## src/rtl/core/tabular_q_learning_engine_top_defines.svh

```systemverilog
// Assertion macros for the tabular Q-learning engine.
// Expects clk_i and rst_ni in the scope of each use; no other dependencies.
`ifndef TABULAR_Q_LEARNING_ENGINE_TOP_DEFINES_SVH
`define TABULAR_Q_LEARNING_ENGINE_TOP_DEFINES_SVH

// Consequent must hold in the same cycle as the antecedent.
`define TQLE_ASSERT_NOW(lbl, ante, cons, msg) \
  lbl: assert property (@(posedge clk_i) disable iff (!rst_ni) (ante) |-> (cons)) \
    else $error(msg);

// Consequent must hold in the cycle after the antecedent.
`define TQLE_ASSERT_NEXT(lbl, ante, cons, msg) \
  lbl: assert property (@(posedge clk_i) disable iff (!rst_ni) (ante) |=> (cons)) \
    else $error(msg);

`endif

```

## src/rtl/core/tqle_pkg.sv

```systemverilog
// Shared types and constants for the tabular Q-learning engine.
// Used by the top level; has no dependencies of its own.
`default_nettype none

package tqle_pkg;

  // Row geometry: four actions per state.
  localparam int unsigned NUM_ACTIONS = 4;
  localparam int unsigned ACT_W       = 2;

  // Configuration port address width (eight 32-bit registers).
  localparam int unsigned CFG_ADDR_W = 5;

  // Epsilon decay numerator (x/256) and percent scale of the explore test.
  localparam logic [15:0] DECAY_NUM     = 16'd251;
  localparam logic [14:0] EXPLORE_SCALE = 15'd100;

  // Register reset values.
  localparam logic [7:0] LEARN_RATE_RST      = 8'd26;
  localparam logic [7:0] DISCOUNT_RST        = 8'd128;
  localparam logic [7:0] EXPLORE_START_RST   = 8'd230;
  localparam logic [7:0] EXPLORE_FLOOR_RST   = 8'd128;
  localparam logic [7:0] REWARD_FORWARD_RST  = 8'hF6;
  localparam logic [7:0] REWARD_BACKWARD_RST = 8'hFE;
  localparam logic [7:0] REWARD_STOP_RST     = 8'hFF;
  localparam logic [7:0] REWARD_LEFT_RST     = 8'h0A;
  localparam logic [7:0] EPSILON_RST         = 8'd230;

  // Register indexes on the configuration port.
  typedef enum logic [2:0] {
    REG_LEARN_RATE      = 3'd0,
    REG_DISCOUNT        = 3'd1,
    REG_EXPLORE_START   = 3'd2,
    REG_EXPLORE_FLOOR   = 3'd3,
    REG_REWARD_FORWARD  = 3'd4,
    REG_REWARD_BACKWARD = 3'd5,
    REG_REWARD_STOP     = 3'd6,
    REG_REWARD_LEFT     = 3'd7
  } reg_idx_e;

  // Command opcodes.
  typedef enum logic {
    OP_LEARN = 1'b0,
    OP_QUERY = 1'b1
  } op_e;

  // One command transfer.
  typedef struct packed {
    op_e        opcode;
    logic [6:0] draw;
    logic [1:0] random_action;
    logic [3:0] query_state;
  } cmd_t;

  // One result transfer.
  typedef struct packed {
    logic [1:0]         action;
    logic signed [15:0] q_value;
    logic [3:0]         state_index;
    logic               explored;
  } result_t;

endpackage

`default_nettype wire

```

## src/rtl/core/tqle_ram.sv

```systemverilog
// Generic single-write, single-read RAM with a registered read port.
// No dependencies.
`default_nettype none

module tqle_ram #(
  parameter int unsigned WIDTH = 16,
  parameter int unsigned DEPTH = 40,
  localparam int unsigned AW = (DEPTH > 1) ? $clog2(DEPTH) : 1
) (
  input  wire logic             clk_i,
  input  wire logic             we_i,
  input  wire logic [AW-1:0]    waddr_i,
  input  wire logic [WIDTH-1:0] wdata_i,
  input  wire logic [AW-1:0]    raddr_i,
  output logic      [WIDTH-1:0] rdata_o
);

  logic [WIDTH-1:0] mem_q [DEPTH];

  // Write port and registered read port.
  always_ff @(posedge clk_i) begin
    if (we_i) begin
      mem_q[waddr_i] <= wdata_i;
    end
    rdata_o <= mem_q[raddr_i];
  end

endmodule

`default_nettype wire

```

## src/rtl/core/tabular_q_learning_engine_top.sv

```systemverilog
// A greedy learn scans the current row and then the next one, an exploring learn only the next
// row and a query its own; a query of an out-of-range state answers without raising busy.
// Otherwise busy clears as the result shows, and no new item is taken while busy is high; a row
// scan (one table read per action) and a shared multiplier used three times under a small
// sequencer set the pace. Reset: a clearing pass writes every table entry to zero with busy high.
// Results are shown for one cycle with done_o; the receiver cannot stall them.
`default_nettype none
`include "tabular_q_learning_engine_top_defines.svh"

module tabular_q_learning_engine_top #(
  parameter int unsigned NUM_STATES = 10,
  parameter int unsigned Q_WIDTH    = 16
) (
  input  wire logic                               clk_i,
  input  wire logic                               rst_ni,
  // Command channel
  input  wire logic                               start,
  output logic                                    busy,
  input  wire tqle_pkg::cmd_t                     cmd_i,
  // Result channel
  output logic                                    done_o,
  output tqle_pkg::result_t                       result_o,
  // Configuration port
  input  wire logic                               psel,
  input  wire logic                               penable,
  input  wire logic                               pwrite,
  input  wire logic [tqle_pkg::CFG_ADDR_W-1:0]    paddr,
  input  wire logic [31:0]                        pwdata,
  output logic      [31:0]                        prdata,
  output logic                                    pready
);

  import tqle_pkg::*;

  localparam int unsigned DEPTH  = NUM_STATES * NUM_ACTIONS;
  localparam int unsigned SW     = $clog2(NUM_STATES);
  localparam int unsigned ADDR_W = SW + ACT_W;
  localparam int unsigned TW     = ((Q_WIDTH > 16) ? Q_WIDTH : 16) + 1;
  localparam int unsigned PW     = TW + 10;
  localparam int unsigned AW     = PW + 1;

  typedef enum logic [3:0] {
    ST_CLEAR,
    ST_IDLE,
    ST_SCAN_CUR,
    ST_SCAN_NEXT,
    ST_SCAN_QRY,
    ST_READ_OLD,
    ST_MUL_G,
    ST_MUL_OLD,
    ST_MUL_TGT,
    ST_ACC,
    ST_WRITE
  } state_e;

  // Configuration registers
  logic [7:0] learn_rate_q, discount_q, explore_start_q, explore_floor_q;
  logic [7:0] reward_fwd_q, reward_bwd_q, reward_stop_q, reward_left_q;
  logic       cfg_wr;

  // Sequencer and datapath registers
  state_e                    state_q, state_d;
  logic [2:0]                cnt_q, cnt_d;
  logic [ADDR_W-1:0]         clr_q, clr_d;
  logic [SW-1:0]             st_q, st_d;
  logic [SW-1:0]             cur_state_q, cur_state_d;
  logic [7:0]                eps_q, eps_d;
  logic [ACT_W-1:0]          act_q, act_d;
  logic                      expl_q, expl_d;
  logic signed [Q_WIDTH-1:0] best_val_q, best_val_d;
  logic [ACT_W-1:0]          best_idx_q, best_idx_d;
  logic signed [Q_WIDTH-1:0] old_q, old_d;
  logic signed [TW-1:0]      target_q, target_d;
  logic signed [PW-1:0]      prod_q, prod_d;
  logic signed [AW-1:0]      acc_q, acc_d;
  logic                      done_q, done_d;
  result_t                   result_q, result_d;

  // Table memory signals
  logic                      mem_we;
  logic [ADDR_W-1:0]         mem_waddr;
  logic [Q_WIDTH-1:0]        mem_wdata;
  logic [ADDR_W-1:0]         mem_raddr;
  logic signed [Q_WIDTH-1:0] mem_rdata;

  // Combinational helpers
  logic [SW-1:0]             next_st;
  logic [ACT_W-1:0]          scan_ent;
  logic                      scan_take;
  logic [ACT_W-1:0]          scan_idx;
  logic signed [Q_WIDTH-1:0] scan_val;
  logic signed [7:0]         reward;
  logic signed [TW-1:0]      mul_a;
  logic signed [9:0]         mul_b;
  logic signed [PW-1:0]      mul_p;
  logic signed [AW-1:0]      acc_sh;
  logic                      nv_fits;
  logic signed [Q_WIDTH-1:0] nv_sat;
  logic [7:0]                eps_dec;
  logic                      explore;
  logic                      qs_in_range;

  // Configuration register file; writes complete on the access cycle.
  assign pready = 1'b1;
  assign cfg_wr = psel & penable & pwrite & pready;

  always_ff @(posedge clk_i or negedge rst_ni) begin
    if (!rst_ni) begin
      learn_rate_q    <= LEARN_RATE_RST;
      discount_q      <= DISCOUNT_RST;
      explore_start_q <= EXPLORE_START_RST;
      explore_floor_q <= EXPLORE_FLOOR_RST;
      reward_fwd_q    <= REWARD_FORWARD_RST;
      reward_bwd_q    <= REWARD_BACKWARD_RST;
      reward_stop_q   <= REWARD_STOP_RST;
      reward_left_q   <= REWARD_LEFT_RST;
    end else if (cfg_wr) begin
      case (reg_idx_e'(paddr[4:2]))
        REG_LEARN_RATE:      learn_rate_q    <= pwdata[7:0];
        REG_DISCOUNT:        discount_q      <= pwdata[7:0];
        REG_EXPLORE_START:   explore_start_q <= pwdata[7:0];
        REG_EXPLORE_FLOOR:   explore_floor_q <= pwdata[7:0];
        REG_REWARD_FORWARD:  reward_fwd_q    <= pwdata[7:0];
        REG_REWARD_BACKWARD: reward_bwd_q    <= pwdata[7:0];
        REG_REWARD_STOP:     reward_stop_q   <= pwdata[7:0];
        REG_REWARD_LEFT:     reward_left_q   <= pwdata[7:0];
        default: ;
      endcase
    end
  end

  // Register read-back.
  always_comb begin
    case (reg_idx_e'(paddr[4:2]))
      REG_LEARN_RATE:      prdata = {24'd0, learn_rate_q};
      REG_DISCOUNT:        prdata = {24'd0, discount_q};
      REG_EXPLORE_START:   prdata = {24'd0, explore_start_q};
      REG_EXPLORE_FLOOR:   prdata = {24'd0, explore_floor_q};
      REG_REWARD_FORWARD:  prdata = {24'd0, reward_fwd_q};
      REG_REWARD_BACKWARD: prdata = {24'd0, reward_bwd_q};
      REG_REWARD_STOP:     prdata = {24'd0, reward_stop_q};
      REG_REWARD_LEFT:     prdata = {24'd0, reward_left_q};
      default:             prdata = 32'd0;
    endcase
  end

  // Q table storage.
  tqle_ram #(
    .WIDTH (Q_WIDTH),
    .DEPTH (DEPTH)
  ) u_qtable (
    .clk_i   (clk_i),
    .we_i    (mem_we),
    .waddr_i (mem_waddr),
    .wdata_i (mem_wdata),
    .raddr_i (mem_raddr),
    .rdata_o (mem_rdata)
  );

  // Successor state, wrapping at the state count.
  assign next_st = (st_q == SW'(NUM_STATES - 1)) ? '0 : st_q + SW'(1);

  // Running argmax: the entry read in the previous cycle against the best so far.
  // A strictly greater value wins, so the lowest action keeps a tie.
  assign scan_ent  = ACT_W'(cnt_q - 3'd1);
  assign scan_take = (cnt_q == 3'd1) || (mem_rdata > best_val_q);
  assign scan_idx  = scan_take ? scan_ent : best_idx_q;
  assign scan_val  = scan_take ? mem_rdata : best_val_q;

  // Read address follows the sequencer.
  always_comb begin
    case (state_q)
      ST_SCAN_CUR,
      ST_SCAN_QRY:  mem_raddr = {st_q, cnt_q[ACT_W-1:0]};
      ST_SCAN_NEXT: mem_raddr = {next_st, cnt_q[ACT_W-1:0]};
      default:      mem_raddr = {st_q, act_q};
    endcase
  end

  // Reward of the chosen action.
  always_comb begin
    case (act_q)
      2'd0:    reward = $signed(reward_fwd_q);
      2'd1:    reward = $signed(reward_bwd_q);
      2'd2:    reward = $signed(reward_stop_q);
      default: reward = $signed(reward_left_q);
    endcase
  end

  // Shared multiplier operand selection.
  always_comb begin
    case (state_q)
      ST_MUL_OLD: begin
        mul_a = TW'(old_q);
        mul_b = $signed(10'd256 - {2'b00, learn_rate_q});
      end
      ST_MUL_TGT: begin
        mul_a = target_q;
        mul_b = $signed({2'b00, learn_rate_q});
      end
      default: begin
        mul_a = TW'(best_val_q);
        mul_b = $signed({2'b00, discount_q});
      end
    endcase
  end
  assign mul_p = PW'(mul_a) * PW'(mul_b);

  // Floor divide by 256 and saturate to the table width.
  assign acc_sh  = acc_q >>> 8;
  assign nv_fits = (&acc_sh[AW-1:Q_WIDTH-1]) || ~(|acc_sh[AW-1:Q_WIDTH-1]);
  always_comb begin
    if (nv_fits) begin
      nv_sat = acc_sh[Q_WIDTH-1:0];
    end else if (acc_sh[AW-1]) begin
      nv_sat = {1'b1, {(Q_WIDTH-1){1'b0}}};
    end else begin
      nv_sat = {1'b0, {(Q_WIDTH-1){1'b1}}};
    end
  end

  // Epsilon decay and the explore test.
  assign eps_dec     = 8'(({8'd0, eps_q} * DECAY_NUM) >> 8);
  assign explore     = {cmd_i.draw, 8'h00} <= 15'({7'd0, eps_q} * EXPLORE_SCALE);
  assign qs_in_range = 32'(cmd_i.query_state) < 32'(NUM_STATES);

  // Table write port: clearing pass or the learn update.
  assign mem_we    = (state_q == ST_CLEAR) || (state_q == ST_WRITE);
  assign mem_waddr = (state_q == ST_CLEAR) ? clr_q : {st_q, act_q};
  assign mem_wdata = (state_q == ST_CLEAR) ? '0 : nv_sat;

  // Sequencer next-state logic.
  always_comb begin
    state_d     = state_q;
    cnt_d       = cnt_q;
    clr_d       = clr_q;
    st_d        = st_q;
    cur_state_d = cur_state_q;
    eps_d       = eps_q;
    act_d       = act_q;
    expl_d      = expl_q;
    best_val_d  = best_val_q;
    best_idx_d  = best_idx_q;
    old_d       = old_q;
    target_d    = target_q;
    prod_d      = prod_q;
    acc_d       = acc_q;
    done_d      = 1'b0;
    result_d    = result_q;

    case (state_q)
      ST_CLEAR: begin
        if (clr_q == ADDR_W'(DEPTH - 1)) begin
          state_d = ST_IDLE;
        end else begin
          clr_d = clr_q + ADDR_W'(1);
        end
      end

      ST_IDLE: begin
        if (start) begin
          cnt_d = 3'd0;
          if (cmd_i.opcode == OP_QUERY) begin
            if (qs_in_range) begin
              st_d    = SW'(cmd_i.query_state);
              state_d = ST_SCAN_QRY;
            end else begin
              // A state beyond the table reads nothing and answers at once.
              done_d               = 1'b1;
              result_d.action      = '0;
              result_d.q_value     = '0;
              result_d.state_index = cmd_i.query_state;
              result_d.explored    = 1'b0;
            end
          end else begin
            st_d    = cur_state_q;
            expl_d  = explore;
            act_d   = cmd_i.random_action;
            state_d = explore ? ST_SCAN_NEXT : ST_SCAN_CUR;
          end
        end
      end

      ST_SCAN_CUR,
      ST_SCAN_NEXT,
      ST_SCAN_QRY: begin
        if (cnt_q != 3'd0) begin
          best_val_d = scan_val;
          best_idx_d = scan_idx;
        end
        if (cnt_q == 3'd4) begin
          cnt_d = 3'd0;
          case (state_q)
            ST_SCAN_CUR: begin
              act_d   = scan_idx;
              state_d = ST_SCAN_NEXT;
            end
            ST_SCAN_NEXT: begin
              state_d = ST_READ_OLD;
            end
            default: begin
              done_d               = 1'b1;
              result_d.action      = scan_idx;
              result_d.q_value     = 16'(scan_val);
              result_d.state_index = 4'(st_q);
              result_d.explored    = 1'b0;
              state_d              = ST_IDLE;
            end
          endcase
        end else begin
          cnt_d = cnt_q + 3'd1;
        end
      end

      // Old entry read is in flight; the row maximum is in best_val_q.
      ST_READ_OLD: begin
        state_d = ST_MUL_G;
      end

      // gamma * qmax
      ST_MUL_G: begin
        old_d   = mem_rdata;
        prod_d  = mul_p;
        state_d = ST_MUL_OLD;
      end

      // target = reward*256 + floor(gamma*qmax/256); (256-alpha) * old
      ST_MUL_OLD: begin
        target_d = (TW'(reward) <<< 8) + TW'(prod_q >>> 8);
        prod_d   = mul_p;
        state_d  = ST_MUL_TGT;
      end

      // alpha * target
      ST_MUL_TGT: begin
        acc_d   = AW'(prod_q);
        prod_d  = mul_p;
        state_d = ST_ACC;
      end

      ST_ACC: begin
        acc_d   = acc_q + AW'(prod_q);
        state_d = ST_WRITE;
      end

      // Store the update, advance the state and decay epsilon.
      ST_WRITE: begin
        done_d               = 1'b1;
        result_d.action      = act_q;
        result_d.q_value     = 16'(nv_sat);
        result_d.state_index = 4'(st_q);
        result_d.explored    = expl_q;
        cur_state_d          = next_st;
        eps_d                = (eps_dec < explore_floor_q) ? explore_start_q : eps_dec;
        state_d              = ST_IDLE;
      end

      default: begin
        state_d = ST_IDLE;
      end
    endcase
  end

  // Sequencer state and registered outputs.
  always_ff @(posedge clk_i or negedge rst_ni) begin
    if (!rst_ni) begin
      state_q     <= ST_CLEAR;
      cnt_q       <= '0;
      clr_q       <= '0;
      st_q        <= '0;
      cur_state_q <= '0;
      eps_q       <= EPSILON_RST;
      act_q       <= '0;
      expl_q      <= 1'b0;
      best_val_q  <= '0;
      best_idx_q  <= '0;
      old_q       <= '0;
      target_q    <= '0;
      prod_q      <= '0;
      acc_q       <= '0;
      done_q      <= 1'b0;
      result_q    <= '0;
    end else begin
      state_q     <= state_d;
      cnt_q       <= cnt_d;
      clr_q       <= clr_d;
      st_q        <= st_d;
      cur_state_q <= cur_state_d;
      eps_q       <= eps_d;
      act_q       <= act_d;
      expl_q      <= expl_d;
      best_val_q  <= best_val_d;
      best_idx_q  <= best_idx_d;
      old_q       <= old_d;
      target_q    <= target_d;
      prod_q      <= prod_d;
      acc_q       <= acc_d;
      done_q      <= done_d;
      result_q    <= result_d;
    end
  end

  assign busy     = (state_q != ST_IDLE);
  assign done_o   = done_q;
  assign result_o = result_q;

  // The update step always ends in a result transfer with the block free again.
  `TQLE_ASSERT_NEXT(a_write_ends_item, state_q == ST_WRITE, done_o && !busy,
                    "update step did not finish the item")
  // Only a learn item can report an explored action.
  `TQLE_ASSERT_NOW(a_explore_from_learn, done_o && result_o.explored,
                   $past(state_q == ST_WRITE), "explored flag on a query result")
  // An accepted learn item keeps the block busy for its work.
  `TQLE_ASSERT_NEXT(a_learn_goes_busy, start && !busy && (cmd_i.opcode == OP_LEARN),
                    busy, "learn item did not start")

endmodule

`default_nettype wire

```

## config.mk

```make
export PLATFORM = sky130hd
export DESIGN_NAME = tabular_q_learning_engine_top
export DESIGN_NICKNAME = d
export VERILOG_FILES = /design/src/rtl/core/tqle_pkg.sv /design/src/rtl/core/tqle_ram.sv /design/src/rtl/core/tabular_q_learning_engine_top.sv
export VERILOG_INCLUDE_DIRS = /design/src /design/src/rtl/core
export SDC_FILE = /design/constraint.sdc
export NUM_CORES = 2
export LEC_CHECK = 0
export ABC_AREA = 1
export CORE_MARGIN = 4
export CORE_UTILIZATION = 50
export CTS_CLUSTER_DIAMETER = 150
export DETAILED_ROUTE_END_ITERATION = 8
export DONT_BUFFER_PORTS = 1
export PLACE_DENSITY_LB_ADDON = 0.25
export SLEW_MARGIN = 20
export SYNTH_ARGS = -nofsm -noshare
export SYNTH_HDL_FRONTEND = slang
export SYNTH_HIERARCHICAL = 1
export SYNTH_SLANG_ARGS = --single-unit
```

## constraint.sdc

```tcl
create_clock -name clk_i -period 9.6 [get_ports clk_i]
set_input_delay 1.44 -clock clk_i [delete_from_list [all_inputs] [get_ports clk_i]]
set_output_delay 1.44 -clock clk_i [all_outputs]
set_load 0.03 [all_outputs]
```

==> metrics.md <==
| Metric | Value |
|---|---|
| # nets final | `5379` |
| Reg2Reg Setup Slack | `2080 ps` |
| Cell area after placement | `49100 um2` |
| DR pass1 iterations | `7` |
| Design area | `52400 um2` |
| Critical Path Sink Type | `register` |
| Reg2reg end | `prod_q[23]$_DFFE_PN0P_` |
| Area Growth Syn to Fin | `9.52%` |
| Status | `complete, no violations` |
| Syn Inst Count | `5001` |
| Sink Count | `882` |
| Remaining DRCs | `0` |
| R2R Path Start | `state_q[0]$_DFFE_PN0P_` |
| Worst Path Required | `10130 ps` |
| WP data arrival | `8050 ps` |
| Post_cts resized | `0` |
| Layout cells sized above 1 | `0.0632` |
| Final setup viols | `0` |
| Routed WL per cell | `20.9 um` |
| CTS Buffer Depth | `3` |
| Detailed placement HPWL | `86.3 mm` |
| Clock latency on the worst-skew pair | `670 ps` |
| First-pass GRT wire length | `201 mm` |
| # rows | `113` |
| TritonCTS Buffers | `92` |
| Initial antenna violation count | `1` |
| Final cycle utilization of the critical path | `0.783` |
| Async SR Flop Fraction | `0.256` |
| RSZ-0062 raised after global routing | `no` |
| Total congestion overflow | `0` |
| Post-Route WL | `132 mm` |
| Number of synthesized flops with an enable pin | `640` |
| Largest net degree at the start of global routing | `227` |
| YS warnings | `6` |
| Setup crit start kind | `register` |
| Io pins | `115` |
| CP max FO | `26` |
| Iter 0 DRT Violations | `3711` |
| Die Height | `317 um` |
| Placer congestion estimate | `0.963` |
| Avg Cell Area, Syn | `9.57 um2` |
| Final max-slew violation count | `0` |
| Post-DR vias/cell | `5.65` |
| Worst Max-Slew Pin Slew | `1300 ps` |
| CTS tree | `done` |
| Die width | `317 um` |
| Setup TNS | `0 ps` |
| Area of the core | `95000 um2` |
| Clock root buffer | `clkbuf_16` |
| Post-CTS setup buffer count | `0` |
| Endpoints failing hold | `0` |
| Hold Crit Class | `input port to asynchronous set/reset pin` |
| Initial Util | `0.504` |
| DR vias | `35692` |
| Min Tclk post-route | `7520 ps` |
| Leading cell type in the layout, fill and taps excluded | `nand2_1` |
| Vias in the first global route | `33890` |
| # diodes | `0` |
| CTS Hold Bufs | `0` |
| Htree depth | `3` |
| Max-cap violations | `0` |
| Pre-CTS setup slack | `2170 ps` |
| Gr usage total | `0.262` |
| Sequential share of the synthesized area | `0.528` |
| Post-synthesis register bit count | `882` |
| Mapped cell area | `47800 um2` |
| Synth Flop Type | `edfxtp_1` |
| PnR worst setup slack | `2080 ps` |
| Worst setup path class | `register to register` |
| Fmax | `133 MHz` |
| Slew margin rel. | `0.136` |
| Port Buffers | `0` |
| Clock-pin slew on the worst setup and hold paths | `60 ps` |
| Most frequent cells in the layout | `nand2_1, edfxtp_1, nand3_1, inv_1, o21ai_0` |
| Die area | `101000 um2` |
| Worst Reg2Reg Path Length in Cells | `23` |
| Final Skew | `35.8 ps` |
| Netlist cell types | `59` |
| ANT nets after route | `0` |
==> critical path, stage by stage, from the launching register on <==
cell      delay, ps
dfrtp_1         470
nor2_1          250
nand2_2          90
nand2_2         480
inv_2           360
a221oi_2        790
inv_1           510
nand2_1         210
fa_1            430
inv_1            80
fa_1            410
inv_1            80
fa_1            430
fa_1            540
inv_1            60
fa_1            450
ha_1            420
a21oi_1         220
o21ai_0         190
a211oi_1        300
nand3_1         140
xor2_1          170
nand2_1         150
o21ai_0         110
==> state kept, by name, indices dropped and copies added (netlist names), 4 cells and up <==
signal and count:
u_qtable/mem_q 640, acc_q 28, prod_q 27, result_o 23, target_q 17, best_val_q 16, old_q 16, u_qtable/rdata_o 16
discount_q 8, eps_q 8, explore_floor_q 8, explore_start_q 8, learn_rate_q 8, reward_bwd_q 8, reward_fwd_q 8, reward_left_q 8
reward_stop_q 8, clr_q 6, cur_state_q 4, st_q 4, state_q 4
==> cells in the mapped netlist (68+ instances only) <==
cell,number,area [um2]
nand3_1,569,2850
nor2_1,337,1260
nand2_1,1262,4740
fa_1,161,3220
edfxtp_1,640,19200
ha_1,188,2350
dfrtp_1,188,4700
o21ai_0,326,1630
a21oi_1,170,851
clkbuf_1,87,327
inv_1,534,2000
buf_2,68,340
==> per-stage QoR <==
| step | hold WS [ps] | util | std cells |
|---|---|---|---|
| after floorplan | 436 | - | 5024 |
| after global placement | 466 | 0.517 | 6137 |
| after detailed placement | 473 | 0.517 | 6137 |
| after CTS | 441 | 0.550 | 6307 |
| after global routing | 444 | 0.552 | 6314 |
| final | 470 | 0.552 | 6314 |
==> routing by layer <==
metal / routed length (um) / GRT usage / part of all wire
met5: 0 / 0 / 0
met4: 3530 / 0.0689 / 0.027
met3: 11800 / 0.0444 / 0.089
met2: 58600 / 0.400 / 0.44
met1: 58100 / 0.389 / 0.44
==> kinds of logic after synthesis <==
group           Yosys count  synth area share
compound gates          690            0.0823
buf+inv                 774            0.0680
fa+ha+maj               349             0.117
xor+xnor                 53           0.00970
flops                   882             0.528
other cells               2          0.000157
simple gates           2251             0.196
==> area by class of cell <==
cell class / count / area [um2]
Fill cell: 8266 / 42600
Sequential cell: 882 / 25200
Multi-Input combinational cell: 3368 / 19700
Clock buffer: 118 / 2460
Inverter: 547 / 2070
Tap cell: 1265 / 1580
Timing Repair Buffer: 82 / 778
Clock inverter: 52 / 604
==> how the worst max path moves through the flow <==
stage	from	endpoint	slack, ps
global route	state_q[0]$_DFFE_PN0P_	prod_q[26]$_DFFE_PN0P_	1550
CTS	state_q[0]$_DFFE_PN0P_	prod_q[23]$_DFFE_PN0P_	2130
global placement	state_q[0]$_DFFE_PN0P_	prod_q[18]$_DFFE_PN0P_	2210
finish	state_q[0]$_DFFE_PN0P_	prod_q[23]$_DFFE_PN0P_	2080
floorplan	state_q[0]$_DFFE_PN0P_	prod_q[24]$_DFFE_PN0P_	3850
detailed placement	state_q[0]$_DFFE_PN0P_	prod_q[23]$_DFFE_PN0P_	2170
Power is not shown: default switching activity piles up to over one toggle a cycle in this logic, so the estimate is an artifact.
